[src/sv/fhcs_pkg.sv]
// shared types, constants and crc helpers for the frame header crc sealer
package fhcs_pkg;

  localparam logic [7:0]  SOF_RESET       = 8'hA5;
  localparam logic [7:0]  CRC8_SEED       = 8'hFF;
  localparam logic [15:0] CRC16_SEED      = 16'hFFFF;
  localparam logic [7:0]  CRC8_POLY_REFL  = 8'h8C;
  localparam logic [15:0] CRC16_POLY_REFL = 16'h8408;
  localparam int          BYTE_W          = 8;
  localparam int          LEN_W           = 10;

  // position of the byte being emitted within the item's run
  typedef enum logic [2:0] {
    PH_SOF,
    PH_LEN_LO,
    PH_LEN_HI,
    PH_SEQ,
    PH_CRC8,
    PH_BODY,
    PH_CRC_LO,
    PH_CRC_HI
  } phase_t;

  // one emitted byte with its markers
  typedef struct packed {
    logic [BYTE_W-1:0] out_byte;
    logic              run_end;
    logic              frame_end;
  } emit_t;

  // reflected maxim crc-8, one byte
  function automatic logic [7:0] crc8_fold(input logic [7:0] crc, input logic [7:0] b);
    logic [7:0] c;
    c = crc ^ b;
    for (int k = 0; k < 8; k++) begin
      c = c[0] ? ((c >> 1) ^ CRC8_POLY_REFL) : (c >> 1);
    end
    return c;
  endfunction

  // reflected 0x8408 crc-16, one byte
  function automatic logic [15:0] crc16_fold(input logic [15:0] crc, input logic [7:0] b);
    logic [15:0] c;
    c = crc ^ {8'h00, b};
    for (int k = 0; k < 8; k++) begin
      c = c[0] ? ((c >> 1) ^ CRC16_POLY_REFL) : (c >> 1);
    end
    return c;
  endfunction

endpackage

[src/sv/fhcs_framer.sv]
// item register, byte sequencer and running crc state of the sealer
module fhcs_framer
  import fhcs_pkg::*;
(
  input  logic              clk,
  input  logic              rst_n,
  input  logic              in_valid,
  output logic              in_ready,
  input  logic [BYTE_W-1:0] body_byte,
  input  logic              first_of_frame,
  input  logic              last_of_frame,
  input  logic [LEN_W-1:0]  payload_length,
  input  logic [BYTE_W-1:0] sof_byte,
  output logic              emit_valid,
  input  logic              emit_ready,
  output emit_t             emit
);

  logic              work_valid_r, work_valid_nxt;
  phase_t            phase_r, phase_nxt;
  logic [BYTE_W-1:0] body_r;
  logic              last_r;
  logic [LEN_W-1:0]  len_r;
  logic [7:0]        crc8_r, crc8_nxt;
  logic [15:0]       crc16_r, crc16_nxt;
  logic [7:0]        seq_r, seq_nxt;

  logic              emit_fire;
  logic              run_done;
  logic              load;
  logic [BYTE_W-1:0] cur_byte;

  // handshake between the item register and the result side
  assign emit_valid = work_valid_r;
  assign emit_fire  = work_valid_r && emit_ready;
  assign run_done   = emit_fire &&
                      (((phase_r == PH_BODY) && !last_r) || (phase_r == PH_CRC_HI));
  assign in_ready   = !work_valid_r || run_done;
  assign load       = in_valid && in_ready;

  // byte selection for the current phase
  always_comb begin
    case (phase_r)
      PH_SOF:    cur_byte = sof_byte;
      PH_LEN_LO: cur_byte = len_r[7:0];
      PH_LEN_HI: cur_byte = {{(2*BYTE_W-LEN_W){1'b0}}, len_r[LEN_W-1:BYTE_W]};
      PH_SEQ:    cur_byte = seq_r;
      PH_CRC8:   cur_byte = crc8_r;
      PH_BODY:   cur_byte = body_r;
      PH_CRC_LO: cur_byte = crc16_r[7:0];
      PH_CRC_HI: cur_byte = crc16_r[15:8];
      default:   cur_byte = body_r;
    endcase
  end

  assign emit.out_byte  = cur_byte;
  assign emit.run_end   = ((phase_r == PH_BODY) && !last_r) || (phase_r == PH_CRC_HI);
  assign emit.frame_end = (phase_r == PH_CRC_HI);

  // phase sequencing and crc / sequence updates
  always_comb begin
    work_valid_nxt = work_valid_r;
    phase_nxt      = phase_r;
    crc8_nxt       = crc8_r;
    crc16_nxt      = crc16_r;
    seq_nxt        = seq_r;
    if (emit_fire) begin
      case (phase_r)
        PH_SOF: begin
          phase_nxt = PH_LEN_LO;
          crc8_nxt  = crc8_fold(CRC8_SEED, cur_byte);
          crc16_nxt = crc16_fold(CRC16_SEED, cur_byte);
        end
        PH_LEN_LO: begin
          phase_nxt = PH_LEN_HI;
          crc8_nxt  = crc8_fold(crc8_r, cur_byte);
          crc16_nxt = crc16_fold(crc16_r, cur_byte);
        end
        PH_LEN_HI: begin
          phase_nxt = PH_SEQ;
          crc8_nxt  = crc8_fold(crc8_r, cur_byte);
          crc16_nxt = crc16_fold(crc16_r, cur_byte);
        end
        PH_SEQ: begin
          phase_nxt = PH_CRC8;
          crc8_nxt  = crc8_fold(crc8_r, cur_byte);
          crc16_nxt = crc16_fold(crc16_r, cur_byte);
        end
        PH_CRC8: begin
          phase_nxt = PH_BODY;
          crc16_nxt = crc16_fold(crc16_r, cur_byte);
        end
        PH_BODY: begin
          crc16_nxt = crc16_fold(crc16_r, cur_byte);
          if (last_r) begin
            phase_nxt = PH_CRC_LO;
          end else begin
            work_valid_nxt = 1'b0;
          end
        end
        PH_CRC_LO: begin
          phase_nxt = PH_CRC_HI;
        end
        PH_CRC_HI: begin
          crc16_nxt      = CRC16_SEED;
          seq_nxt        = seq_r + 8'd1;
          work_valid_nxt = 1'b0;
        end
        default: begin
          work_valid_nxt = 1'b0;
        end
      endcase
    end
    // a new item takes over the register as the old one finishes
    if (load) begin
      work_valid_nxt = 1'b1;
      phase_nxt      = first_of_frame ? PH_SOF : PH_BODY;
    end
  end

  // control and crc state
  always_ff @(posedge clk) begin
    if (!rst_n) begin
      work_valid_r <= 1'b0;
      phase_r      <= PH_BODY;
      crc8_r       <= CRC8_SEED;
      crc16_r      <= CRC16_SEED;
      seq_r        <= 8'h00;
    end else begin
      work_valid_r <= work_valid_nxt;
      phase_r      <= phase_nxt;
      crc8_r       <= crc8_nxt;
      crc16_r      <= crc16_nxt;
      seq_r        <= seq_nxt;
    end
  end

  // item payload
  always_ff @(posedge clk) begin
    if (load) begin
      body_r <= body_byte;
      last_r <= last_of_frame;
      len_r  <= payload_length;
    end
  end

endmodule

[src/sv/frame_header_crc_sealer_top.sv]
// top level of the frame header crc sealer: config register, framer and output register
//
//  channel | direction | handshake              | payload
//  in_     | in        | in_tvalid / in_tready  | tdata body+length, tuser first, tlast last
//  out_    | out       | out_tvalid / out_tready| tdata byte, tuser run end, tlast frame end
//  cfg_    | in        | cfg_valid / cfg_ready  | cfg_data start-of-frame byte
//
// one output byte per cycle if out_tready is high: an item is 1 byte, 6 if it opens a
// frame, 2 more if it closes one; the single byte-wide output register sets this pace.
// the next item is accepted in the cycle its predecessor's last byte leaves the framer.
// synchronous active-low reset, no clearing pass; cfg_ready is always high.
// out_tready low holds the output register and, through it, the framer and input.
module frame_header_crc_sealer_top
  import fhcs_pkg::*;
(
  input  logic        clk,
  input  logic        rst_n,
  input  logic        in_tvalid,
  output logic        in_tready,
  input  logic [23:0] in_tdata,   // [7:0] body_byte, [17:8] payload_length, [23:18] zero
  input  logic        in_tuser,   // [0] first_of_frame
  input  logic        in_tlast,
  output logic        out_tvalid,
  input  logic        out_tready,
  output logic [7:0]  out_tdata,  // [7:0] out_byte
  output logic        out_tuser,  // [0] run_end
  output logic        out_tlast,
  input  logic        cfg_valid,
  output logic        cfg_ready,
  input  logic [7:0]  cfg_data
);

  logic [7:0] sof_r;
  logic       emit_valid;
  logic       emit_ready;
  emit_t      emit;
  logic       out_valid_r;
  emit_t      out_r;

  // start-of-frame register
  assign cfg_ready = 1'b1;
  always_ff @(posedge clk) begin
    if (!rst_n) begin
      sof_r <= SOF_RESET;
    end else if (cfg_valid) begin
      sof_r <= cfg_data;
    end
  end

  fhcs_framer u_framer (
    .clk            (clk),
    .rst_n          (rst_n),
    .in_valid       (in_tvalid),
    .in_ready       (in_tready),
    .body_byte      (in_tdata[7:0]),
    .first_of_frame (in_tuser),
    .last_of_frame  (in_tlast),
    .payload_length (in_tdata[17:8]),
    .sof_byte       (sof_r),
    .emit_valid     (emit_valid),
    .emit_ready     (emit_ready),
    .emit           (emit)
  );

  // output register
  assign emit_ready = !out_valid_r || out_tready;
  always_ff @(posedge clk) begin
    if (!rst_n) begin
      out_valid_r <= 1'b0;
    end else if (emit_ready) begin
      out_valid_r <= emit_valid;
    end
  end

  always_ff @(posedge clk) begin
    if (emit_ready && emit_valid) begin
      out_r <= emit;
    end
  end

  assign out_tvalid = out_valid_r;
  assign out_tdata  = out_r.out_byte;
  assign out_tuser  = out_r.run_end;
  assign out_tlast  = out_r.frame_end;

`ifndef NO_ASSERTIONS
  // a frame always closes on the last byte of its item
  a_frame_end_is_run_end: assert property (@(posedge clk) disable iff (!rst_n)
    out_tvalid && out_tlast |-> out_tuser)
    else $error("frame end without run end");

  // an accepted item always yields a byte from the framer next cycle
  a_load_gives_emit: assert property (@(posedge clk) disable iff (!rst_n)
    in_tvalid && in_tready |=> emit_valid)
    else $error("accepted item produced no byte");

  // a byte moved out of the framer shows up at the output
  a_emit_reaches_out: assert property (@(posedge clk) disable iff (!rst_n)
    emit_valid && emit_ready |=> out_tvalid)
    else $error("emitted byte lost");

  // input is taken only when the framer is empty or finishing its item
  a_ready_when_finishing: assert property (@(posedge clk) disable iff (!rst_n)
    in_tready && emit_valid |-> emit_ready && emit.run_end)
    else $error("input ready while framer busy");
`endif

endmodule

[config.mk]
export PLATFORM = sky130hd
export DESIGN_NAME = frame_header_crc_sealer_top
export DESIGN_NICKNAME = d
export VERILOG_FILES = /design/src/sv/fhcs_pkg.sv /design/src/sv/fhcs_framer.sv /design/src/sv/frame_header_crc_sealer_top.sv
export SDC_FILE = /design/constraint.sdc
export NUM_CORES = 1
export LEC_CHECK = 0
export BUFFER_PORTS_ARGS = -buffer_cell sky130_fd_sc_hd__buf_2
export CAP_MARGIN = 20
export CELL_PAD_IN_SITES_DETAIL_PLACEMENT = 1
export CELL_PAD_IN_SITES_GLOBAL_PLACEMENT = 2
export CORE_AREA = 4 4 111 113
export CTS_CLUSTER_SIZE = 8
export DETAILED_ROUTE_END_ITERATION = 10
export DIE_AREA = 0 0 115 117
export PLACE_DENSITY_LB_ADDON = 0.15
export SLEW_MARGIN = 30
export SYNTH_ARGS = -nofsm -noshare
export SYNTH_HDL_FRONTEND = slang
export SYNTH_SLANG_ARGS = --single-unit
[constraint.sdc]
create_clock -name clk -period 3.45 [get_ports clk]
set_input_delay 0.69 -clock clk [delete_from_list [all_inputs] [get_ports clk]]
set_output_delay 0.69 -clock clk [all_outputs]
set_load 0.02 [all_outputs]
==> flow_metrics.tcl, run 1 <==
set metrics [dict create \
    cp_slowest_cell "a2111oi_4" \
    worst-path-buf-inv 2 \
    io_pins 52 \
    postRouteAntennaNets 0 \
    core_area_mm2 0.0113 \
    period_share_pct 91.6 \
    synth-edff-count 29 \
    setup_viol 0 \
    initial_core_util_pct 36.6 \
    r2r_cells 10 \
    slew_viol_final 0 \
    ys_warn_count 0 \
    synth_largest_area_cell "dfxtp_1" \
    vias_per_cell 5.28 \
    critPathLaunchType "register" \
    grt_max_degree 22 \
    clock_sinks 74 \
    worstHoldStart "u_framer.seq_r[7]" \
    maxCapViolCount 0 \
    power_density_mw_per_mm2 672 \
    clock_path_buffers 2 \
    drive_gt1_share_pct 20.0 \
    mappedNetlistArea_mm2 0.00414 \
    htree_levels 3 \
    nets 523 \
    hold_path_class "reg -> reg" \
    hold_path_depth 2 \
    ys_ff_latch 74 \
    grtUsageMet3_pct 3.44 \
    period_minus_slack_ns 3.16 \
    cts-root-buf "clkbuf_16" \
    relSlewSlack_pct 54.6 \
    use_met2_pct 30.1 \
    timing.fmax_ghz 0.316 \
    path_clk_slew_ns 0.06 \
    grt_pass1_wl_um 18700 \
    fillers 1319 \
    netlist_instances 433 \
    dieHeight_um 117 \
    p_leak_nw 1.89 \
    die-area_mm2 0.0135 \
    wl_per_cell_um 18.9 \
    async_reset_ff_share_pct 0 \
    antenna_cells 0 \
    fin_tns_setup_ns 0 \
    rsz0062_at_grt "no" \
    final_common_cell "xnor2_1" \
    drt_iter0_drc 164 \
    area_growth_pct 17.2 \
    crit_family "compound AO/OA/AOI/OAI gates" \
    die_w_um 115 \
    route.vias.total 3309 \
    grt_use_met1_pct 24.5 \
    synth_top_area_share_pct 21.8 \
    path_cells "inv_1 -> ha_1 -> a2111oi_4 -> buf_4 -> a21oi_2 -> xnor3_1 -> xnor2_2 -> xnor2_1 -> a2111oi_0 -> nor3_1" \
    overflow 0 \
    track_usage_pct 18.6 \
    gp_congestion 0.845 \
    firstDrtPassIters 4 \
    numCtsBuffers 9 \
    cp.required_ns 3.67 \
    regToRegSetupSlack_ns 0.29 \
    yosys-top-cells-area "dfxtp_1, edfxtp_1, xnor2_1, xor2_1, nand2_1" \
    post-dp-hpwl_um 8970 \
    cts_tree "yes" \
    rows 39 \
    place_area_mm2 0.00457 \
    synthFlopType "dfxtp_1" \
    clk_latency_ns 0.35 \
    avgSynthCellArea_um2 9.56 \
    critPathMaxFanout 7 \
    cp_num_cells 10 \
    arrival_ns 3.38 \
    seq_area_frac_synth_pct 42.8 \
    regToRegStartpoint "u_framer.phase_r[0]" \
    hold_buffers 0 \
    crit_type "reg -> reg" \
    synth_cell_types 57 \
    drc 0 \
    endpoint_kind "register" \
    outcome "finished, final reports clean" \
    io_buffers 44 \
    skew_ns 0.00697 \
    busiest_layer "met2" \
    worstHoldEndpoint "u_framer.seq_r[7]" \
    synth_nets 477 \
    hold_viol_final 0 \
    grt_antenna_before_repair 0 \
    final_cell_mix "xnor2_1, dfxtp_1, buf_2, nand2_1, nor2_1" \
    max-vdd-ir-drop_v 0.000280 \
    r2r_end "u_framer.crc8_r[6]" \
    final_area_mm2 0.00485 \
    tightest_slew_ns 0.676 \
    grt_pass1_vias 3401 \
    cpPeakStageDelay_ns 0.52 \
    wirelength_um 11800 \
]
==> state kept, by name (all words and copies together), names as in the netlist, 3 cells and up <==
signal            cells
u_framer.crc8_r       8
sof_r                 8
u_framer.seq_r        8
u_framer.crc16_r     16
u_framer.phase_r      3
out_tdata             8
u_framer.body_r       8
u_framer.len_r       10
==> worst register-to-register path, stage by stage, from the launching register on <==
cell,delay [ns]
dfxtp_1,0.39
inv_1,0.09
ha_1,0.24
a2111oi_4,0.52
buf_4,0.25
a21oi_2,0.08
xnor3_1,0.42
xnor2_2,0.35
xnor2_1,0.14
a2111oi_0,0.45
nor3_1,0.11
==> area by class of cell <==
class	count	area [µm²]	area share (%)
clock buffers	10	229	4.72
clock inverters	6	43.8	0.903
inverters	14	52.6	1.08
multi-input cells	312	2180	44.8
flip-flops and latches	74	1770	36.5
well taps	143	179	3.69
repair buffers	68	400	8.25
==> layer usage <==
| metal | share of wire [%] | routed length (µm) |
|---|---|---|
| met1 | 48 | 5620 |
| met2 | 47 | 5540 |
| met3 | 2.9 | 340 |
| met4 | 2.7 | 317 |
| met5 | 0 | 0 |
==> how the worst max path moves through the flow <==
stage	from	endpoint	slack (ns)
after CTS	u_framer.phase_r[1]	u_framer.crc8_r[6]	0.19
after global placement	u_framer.phase_r[1]	u_framer.crc8_r[2]	0.26
after floorplan	u_framer.phase_r[0]	u_framer.phase_r[2]	0.25
final	u_framer.phase_r[0]	u_framer.crc8_r[6]	0.29
after detailed placement	u_framer.phase_r[1]	u_framer.crc8_r[6]	0.20
after global routing	u_framer.phase_r[0]	u_framer.crc8_r[1]	0.001
==> per-stage QoR <==
stage               total power, mW  std cells  util, %  worst slack, ns  hold slack (ns)
finish                         3.26        627     42.9            0.290            0.498
global route                   3.48        627     42.9          0.00141            0.499
CTS                            3.30        626     42.7            0.189            0.496
detailed placement             2.41        610     40.3            0.201            0.488
global placement               2.38        610     40.3            0.263            0.474
floorplan                      2.09        433        -            0.252            0.442
==> cell families after synthesis <==
logic type,Yosys count,share of synthesized area (%)
other,1,0.0906
muxes,11,2.69
buffers and inverters,47,4.77
DFF,74,42.8
xor gates and xnor gates,79,18.7
AOI/OAI and AO/OA,95,16.4
and+or+nand+nor,121,13.0
adders and majority gates,5,1.51
==> cells in the mapped netlist, types with 3 or more instances <==
cell type / n
mux2i_1: 10
edfxtp_1: 29
o21ai_0: 10
a31oi_1: 8
nand2_1: 41
inv_1: 12
a21o_1: 3
nor2_1: 40
or3_1: 3
o211ai_1: 4
xnor2_1: 52
a22oi_1: 12
buf_1: 4
a221oi_1: 5
dfxtp_1: 45
clkbuf_1: 18
buf_4: 3
o22ai_1: 16
buf_2: 8
nor3_1: 12
nand3_1: 5
nand2b_1: 3
a222oi_1: 3
a21oi_1: 15
ha_1: 5
xor2_1: 20
nand4_1: 5
==> power breakdown <==
part           switching [mW]  internal (mW)
clock                   0.385          0.486
sequential             0.0868           1.00
combinational           0.698          0.602
total                    1.17           2.09
==> what timing repair did <==
item | in CTS | in global routing
gates resized for setup | 0 | 1
buffers inserted | 0 | 1
endpoints found under the setup margin | 0 | 3
Note: power is estimated with default switching activity, not from simulation.
==> run 2, diff against run 1 <==
--- a/config.mk
+++ b/config.mk
@@ -6,13 +6,14 @@
 export NUM_CORES = 1
 export LEC_CHECK = 0
 export BUFFER_PORTS_ARGS = -buffer_cell sky130_fd_sc_hd__buf_2
-export CAP_MARGIN = 20
+export CAP_MARGIN = 0
 export CELL_PAD_IN_SITES_DETAIL_PLACEMENT = 1
 export CELL_PAD_IN_SITES_GLOBAL_PLACEMENT = 2
-export CORE_AREA = 4 4 111 113
+export CORE_AREA = 4 4 109 111
 export CTS_CLUSTER_SIZE = 8
 export DETAILED_ROUTE_END_ITERATION = 10
-export DIE_AREA = 0 0 115 117
+export DIE_AREA = 0 0 113 115
+export GPL_TIMING_DRIVEN = 0
 export PLACE_DENSITY_LB_ADDON = 0.15
 export SLEW_MARGIN = 30
 export SYNTH_ARGS = -nofsm -noshare
==> constraint.sdc (replaced) <==
create_clock -name clk -period 4 [get_ports clk]
set_input_delay 0.8 -clock clk [delete_from_list [all_inputs] [get_ports clk]]
set_output_delay 0.8 -clock clk [all_outputs]
set_load 0.02 [all_outputs]
==> run 2 against run 1 <==
  * Routed wire length increased by 6.7%
  * Critical path type unchanged
  * Maximum frequency decreased by 13%
  * Count of clock-buffer cells in the layout increased by 1
  * Clock skew increased by 0.0066 ns
  * Combinational power decreased by 14%
  * Sequential power decreased by 15%
  * Highest routed layer unchanged
  * Via count increased by 2.2%
==> flow_metrics.tcl, run 2 (synthesis gave the netlist of run 1 again) <==
set metrics [dict create \
    cts_tree "yes" \
    p_leak_nw 1.83 \
    p_switching_mw 0.991 \
    numCtsBuffers 9 \
    initial_core_util_pct 38.4 \
    wl_per_cell_um 20.0 \
    vias_per_cell 5.35 \
    fin_tns_setup_ns 0 \
    overflow 0 \
    crit_type "reg -> reg" \
    cts-root-buf "clkbuf_8" \
    p_clk_share_pct 23.3 \
    drc 0 \
    area_growth_pct 14.5 \
    final_common_cell "xnor2_1" \
    wirelength_um 12600 \
    clock_path_buffers 2 \
    relSlewSlack_pct 35.9 \
    drt_iter0_drc 210 \
    cp.required_ns 4.26 \
    io_buffers 43 \
    hold_path_class "reg -> reg" \
    clk_latency_ns 0.37 \
    largest_register "u_framer.crc16_r" \
    preCtsSetupSlack_ns 0.372 \
    outcome "finished, final reports clean" \
    period_minus_slack_ns 3.63 \
    post-dp-hpwl_um 9390 \
    power_density_mw_per_mm2 562 \
    skew_ns 0.0135 \
    hold_viol_final 0 \
    grt_pass1_wl_um 20400 \
    arrival_ns 3.88 \
    grt_pass1_vias 3583 \
    share_seq_of_total_power_pct 34.6 \
    reg.largest.list "u_framer.crc16_r (16), u_framer.len_r (10)" \
    firstDrtPassIters 5 \
    fin_hold_ws_ns 0.485 \
    period_share_pct 90.6 \
    timing.fmax_ghz 0.276 \
    track_usage_pct 20.7 \
    core_area_mm2 0.0108 \
    die_w_um 113 \
    rsz0062_at_grt "no" \
    utilization_pct 43.9 \
    largest_reg_flops 16 \
    critPathLaunchType "register" \
    post_cts_resized 0 \
    slew_viol_final 0 \
    postRouteAntennaNets 0 \
    swShare_pct 37.2 \
    maxCapViolCount 0 \
    total_power_mw 2.66 \
    setup_viol 0 \
    clock_sinks 74 \
    p_comb_share_pct 42.1 \
    grt_antenna_before_repair 0 \
    dieHeight_um 115 \
    grt_max_degree 24 \
    htree_levels 3 \
    rows 38 \
    post_cts.repair.setup_buffers 0 \
    hold_buffers 0 \
    drive_gt1_share_pct 17.1 \
    p_int_mw 1.67 \
    final_cell_mix "xnor2_1, buf_2, dfxtp_1, nand2_1, nor2_1" \
    route.vias.total 3381 \
    tightest_slew_ns 0.957 \
    gp_congestion 0.838 \
    finalWorstSetupSlack_ns 0.375 \
    endpoint_kind "register" \
    die-area_mm2 0.0130 \
    nets 531 \
    critPathMaxFanout 10 \
    max-vdd-ir-drop_v 0.000215 \
    antenna_cells 0 \
    path_clk_slew_ns 0.08 \
    io_pins 52 \
]
[run 2: cell types whose count changed in the layout (fill, tap and decap cells not counted), moves of 2 or more]
cell and change:
buf_1 +4, buf_2 +7, clkbuf_1 +16, clkbuf_8 +11
buf_4 -21, clkinv_2 +2, clkbuf_16 -9, clkinvlp_4 -3
[run 2: worst max-delay path, stage by stage, from the launching register on]
cell and delay (ns):
dfxtp_1 0.40, inv_1 0.08, ha_1 0.19, buf_2 0.18, a2111oi_4 0.74, a221o_1 0.27, buf_4 0.20, xor2_1 0.55
xnor2_1 0.17, xnor2_1 0.19, a221o_1 0.36, o32a_1 0.17
[run 2: area by class of cell]
type                       count  area (µm²)
clock buffer                  11         151
timing repair buffer          43         215
tap                          140         175
buffer                        33         146
sequential                    74        1770
clock inverter                 5        52.6
fill                        1312        6050
multi-input combinational    312        2180
inverter                      14        52.6
[run 2: per-layer routing]
layer	global-route usage (%)	routed length, µm
met1	27.5	5870
met2	33.3	5850
met3	3.68	538
met4	9.13	348
met5	0	0
[run 2: worst paths after layout]
kind                             end  slack (ns)           startpoint  cells after the start
hold / removal              sof_r[7]        0.49             sof_r[7]                      2
hold reg to reg             sof_r[7]        0.49             sof_r[7]                      2
setup reg to reg  u_framer.crc8_r[2]        0.37  u_framer.phase_r[0]                     11
setup / recovery  u_framer.crc8_r[2]        0.37  u_framer.phase_r[0]                     11
[run 2: through the flow]
stage | instance area, µm² | cells
6_report | 4740 | 632
5_1_grt | 4740 | 632
4_1_cts | 4740 | 632
3_5_place_dp | 4540 | 616
3_3_place_gp | 4530 | 616
2_1_floorplan | 4140 | 433
[run 2: power groups by stage]
stage	clock network, mW	registers [mW]	logic, mW
finish	0.620	0.922	1.12
global route	0.674	0.930	1.25
CTS	0.641	0.923	1.12
global placement	0	0.939	1.10
detailed placement	0	0.940	1.11
floorplan	0	0.931	0.873
==> run 3, diff against run 2 <==
--- a/config.mk
+++ b/config.mk
@@ -9,12 +9,13 @@
 export CAP_MARGIN = 0
 export CELL_PAD_IN_SITES_DETAIL_PLACEMENT = 1
 export CELL_PAD_IN_SITES_GLOBAL_PLACEMENT = 2
-export CORE_AREA = 4 4 109 111
+export CORE_AREA = 4 4 123 125
 export CTS_CLUSTER_SIZE = 8
 export DETAILED_ROUTE_END_ITERATION = 10
-export DIE_AREA = 0 0 113 115
+export DIE_AREA = 0 0 127 129
 export GPL_TIMING_DRIVEN = 0
 export PLACE_DENSITY_LB_ADDON = 0.15
+export SKIP_CTS_REPAIR_TIMING = 1
 export SLEW_MARGIN = 30
 export SYNTH_ARGS = -nofsm -noshare
 export SYNTH_HDL_FRONTEND = slang
==> run 3 against run 2 <==
  * Non-clock buffer count unchanged
  * Register-to-register slack better by 0.06 ns
  * Worst setup slack better by 0.062 ns
  * Count of clock-buffer cells in the layout down 1
  * Hold slack worse by 0.0071 ns
  * Sequential power up 0.5%
  * First-iteration DRC count down 10%
  * Global-route usage down 3.9 points
  * Critical path type unchanged
  * Critical endpoint unchanged
==> flow_metrics.tcl, run 3 (synthesis gave the netlist of run 1 again) <==
set metrics [dict create \
    clk_latency_ns 0.35 \
    clock_sinks 74 \
    path_cells "inv_1 -> ha_1 -> buf_2 -> clkbuf_1 -> a222oi_1 -> a21oi_1 -> a21o_1 -> buf_2 -> xor2_1 -> xnor2_1 -> xnor2_1 -> a221o_1 -> o32a_1" \
    cts_tree "yes" \
    arrival_ns 3.80 \
    rows 43 \
    setup_viol 0 \
    htree_levels 3 \
    wirelength_um 13100 \
    critPathMaxFanout 10 \
    max-vdd-ir-drop_v 0.000232 \
    p_switching_mw 1.02 \
    fin_hold_ws_ns 0.478 \
    antenna_cells 0 \
    final_common_cell "xnor2_1" \
    path_clk_slew_ns 0.06 \
    drt_iter0_drc 188 \
    power_density_mw_per_mm2 588 \
    outcome "finished, final reports clean" \
    tightest_slew_ns 0.779 \
    post-dp-hpwl_um 9820 \
    skew_ns 0.00688 \
    endpoint_kind "register" \
    cpPeakStageDelay_ns 0.53 \
    rsz0062_at_grt "no" \
    grt_pass1_vias 3570 \
    cp.required_ns 4.23 \
    largest_register "u_framer.crc16_r" \
    hold_path_class "reg -> reg" \
    crit_type "reg -> reg" \
    postRouteAntennaNets 0 \
    clock_path_buffers 2 \
    swShare_pct 35.6 \
    io_buffers 43 \
    die-area_mm2 0.0164 \
    route.vias.total 3360 \
    cts-root-buf "clkbuf_16" \
    place_area_mm2 0.00459 \
    track_usage_pct 16.8 \
    fin_tns_setup_ns 0 \
    firstDrtPassIters 4 \
    slew_viol_final 0 \
    grt_max_degree 24 \
    die_w_um 127 \
    dieHeight_um 129 \
    core_area_mm2 0.0139 \
    fillers 1612 \
    multiInputGateArea_mm2 0.00218 \
    grt_pass1_wl_um 20700 \
    area_growth_pct 18.3 \
    period_share_pct 89.1 \
    overflow 0 \
    largest_reg_flops 16 \
    regArea_mm2 0.00177 \
    timing.fmax_ghz 0.281 \
    nets 531 \
    relSlewSlack_pct 48.1 \
    numCtsBuffers 9 \
    gp_congestion 0.818 \
    io_pins 52 \
    p_clk_share_pct 29.1 \
    critPathLaunchType "register" \
    share_seq_of_total_power_pct 32.2 \
    initial_core_util_pct 29.8 \
    p_comb_share_pct 38.8 \
    dp_cells 656 \
    maxCapViolCount 0 \
    cp_slowest_cell "xor2_1" \
    hold_viol_final 0 \
    utilization_pct 35.3 \
    p_leak_nw 1.88 \
    vias_per_cell 5.00 \
    final_area_mm2 0.00490 \
    fin_cells 672 \
    wl_per_cell_um 19.5 \
    final_cell_mix "xnor2_1, buf_2, dfxtp_1, nand2_1, nor2_1" \
    drive_gt1_share_pct 17.3 \
    reg.largest.list "u_framer.crc16_r (16), u_framer.len_r (10)" \
    period_minus_slack_ns 3.56 \
    drc 0 \
    grt_antenna_before_repair 0 \
    p_int_mw 1.86 \
]
==> run 3: cell types whose count changed in the layout (fill, tap and decap cells not counted), sizes merged <==
cell	delta
clkinvlp	-1
clkbuf	-1
clkinv	+2
==> run 3: layer usage <==
metal	GRT usage [%]	part of all wire [%]	up-vias
met5	0	0	-
met4	6.75	2.2	0
met3	2.95	3.8	18
met2	27.3	47	79
met1	22.2	47	1630
li1	-	-	1633
==> run 3: path summary, 6_finish.rpt <==
check	end	cells past startpoint	startpoint	slack [ns]
worst max-delay path	u_framer.crc8_r[2]	13	u_framer.phase_r[1]	0.44
worst min-delay path	sof_r[7]	2	sof_r[7]	0.48
worst max register to register	u_framer.crc8_r[2]	13	u_framer.phase_r[1]	0.44
worst min register to register	sof_r[7]	2	sof_r[7]	0.48
==> run 3: power groups by stage <==
stage	sequential, mW	combinational, mW	clock, mW
CTS	0.927	1.13	0.865
floorplan	0.931	0.873	0
global placement	0.942	1.11	0
finish	0.927	1.12	0.837
detailed placement	0.943	1.12	0
global route	0.933	1.24	0.900
==> run 3: cell type report <==
class / count / share of cell area (%)
Multi-Input combinational cell: 312 / 44.5
Timing Repair Buffer: 43 / 4.39
Sequential cell: 74 / 36.2
Clock buffer: 10 / 4.88
Inverter: 14 / 1.07
Tap cell: 180 / 4.60
Clock inverter: 6 / 1.35
Buffer: 33 / 2.99
==> run 3: stage by stage <==
stage,power [mW],setup WS (ns)
2_1_floorplan,1.80,0.802
3_3_place_gp,2.05,0.374
3_5_place_dp,2.06,0.345
4_1_cts,2.92,0.321
5_1_grt,3.07,0.186
6_report,2.88,0.437
==> run 3: worst max-delay path, delay by kind of cell (launching register included) <==
kind	cells	cell delay, ns
xor gates and xnor gates	3	0.86
DFF	1	0.38
buffers and inverters	4	0.68
AOI/OAI and AO/OA	5	1.34
adders and majority gates	1	0.17
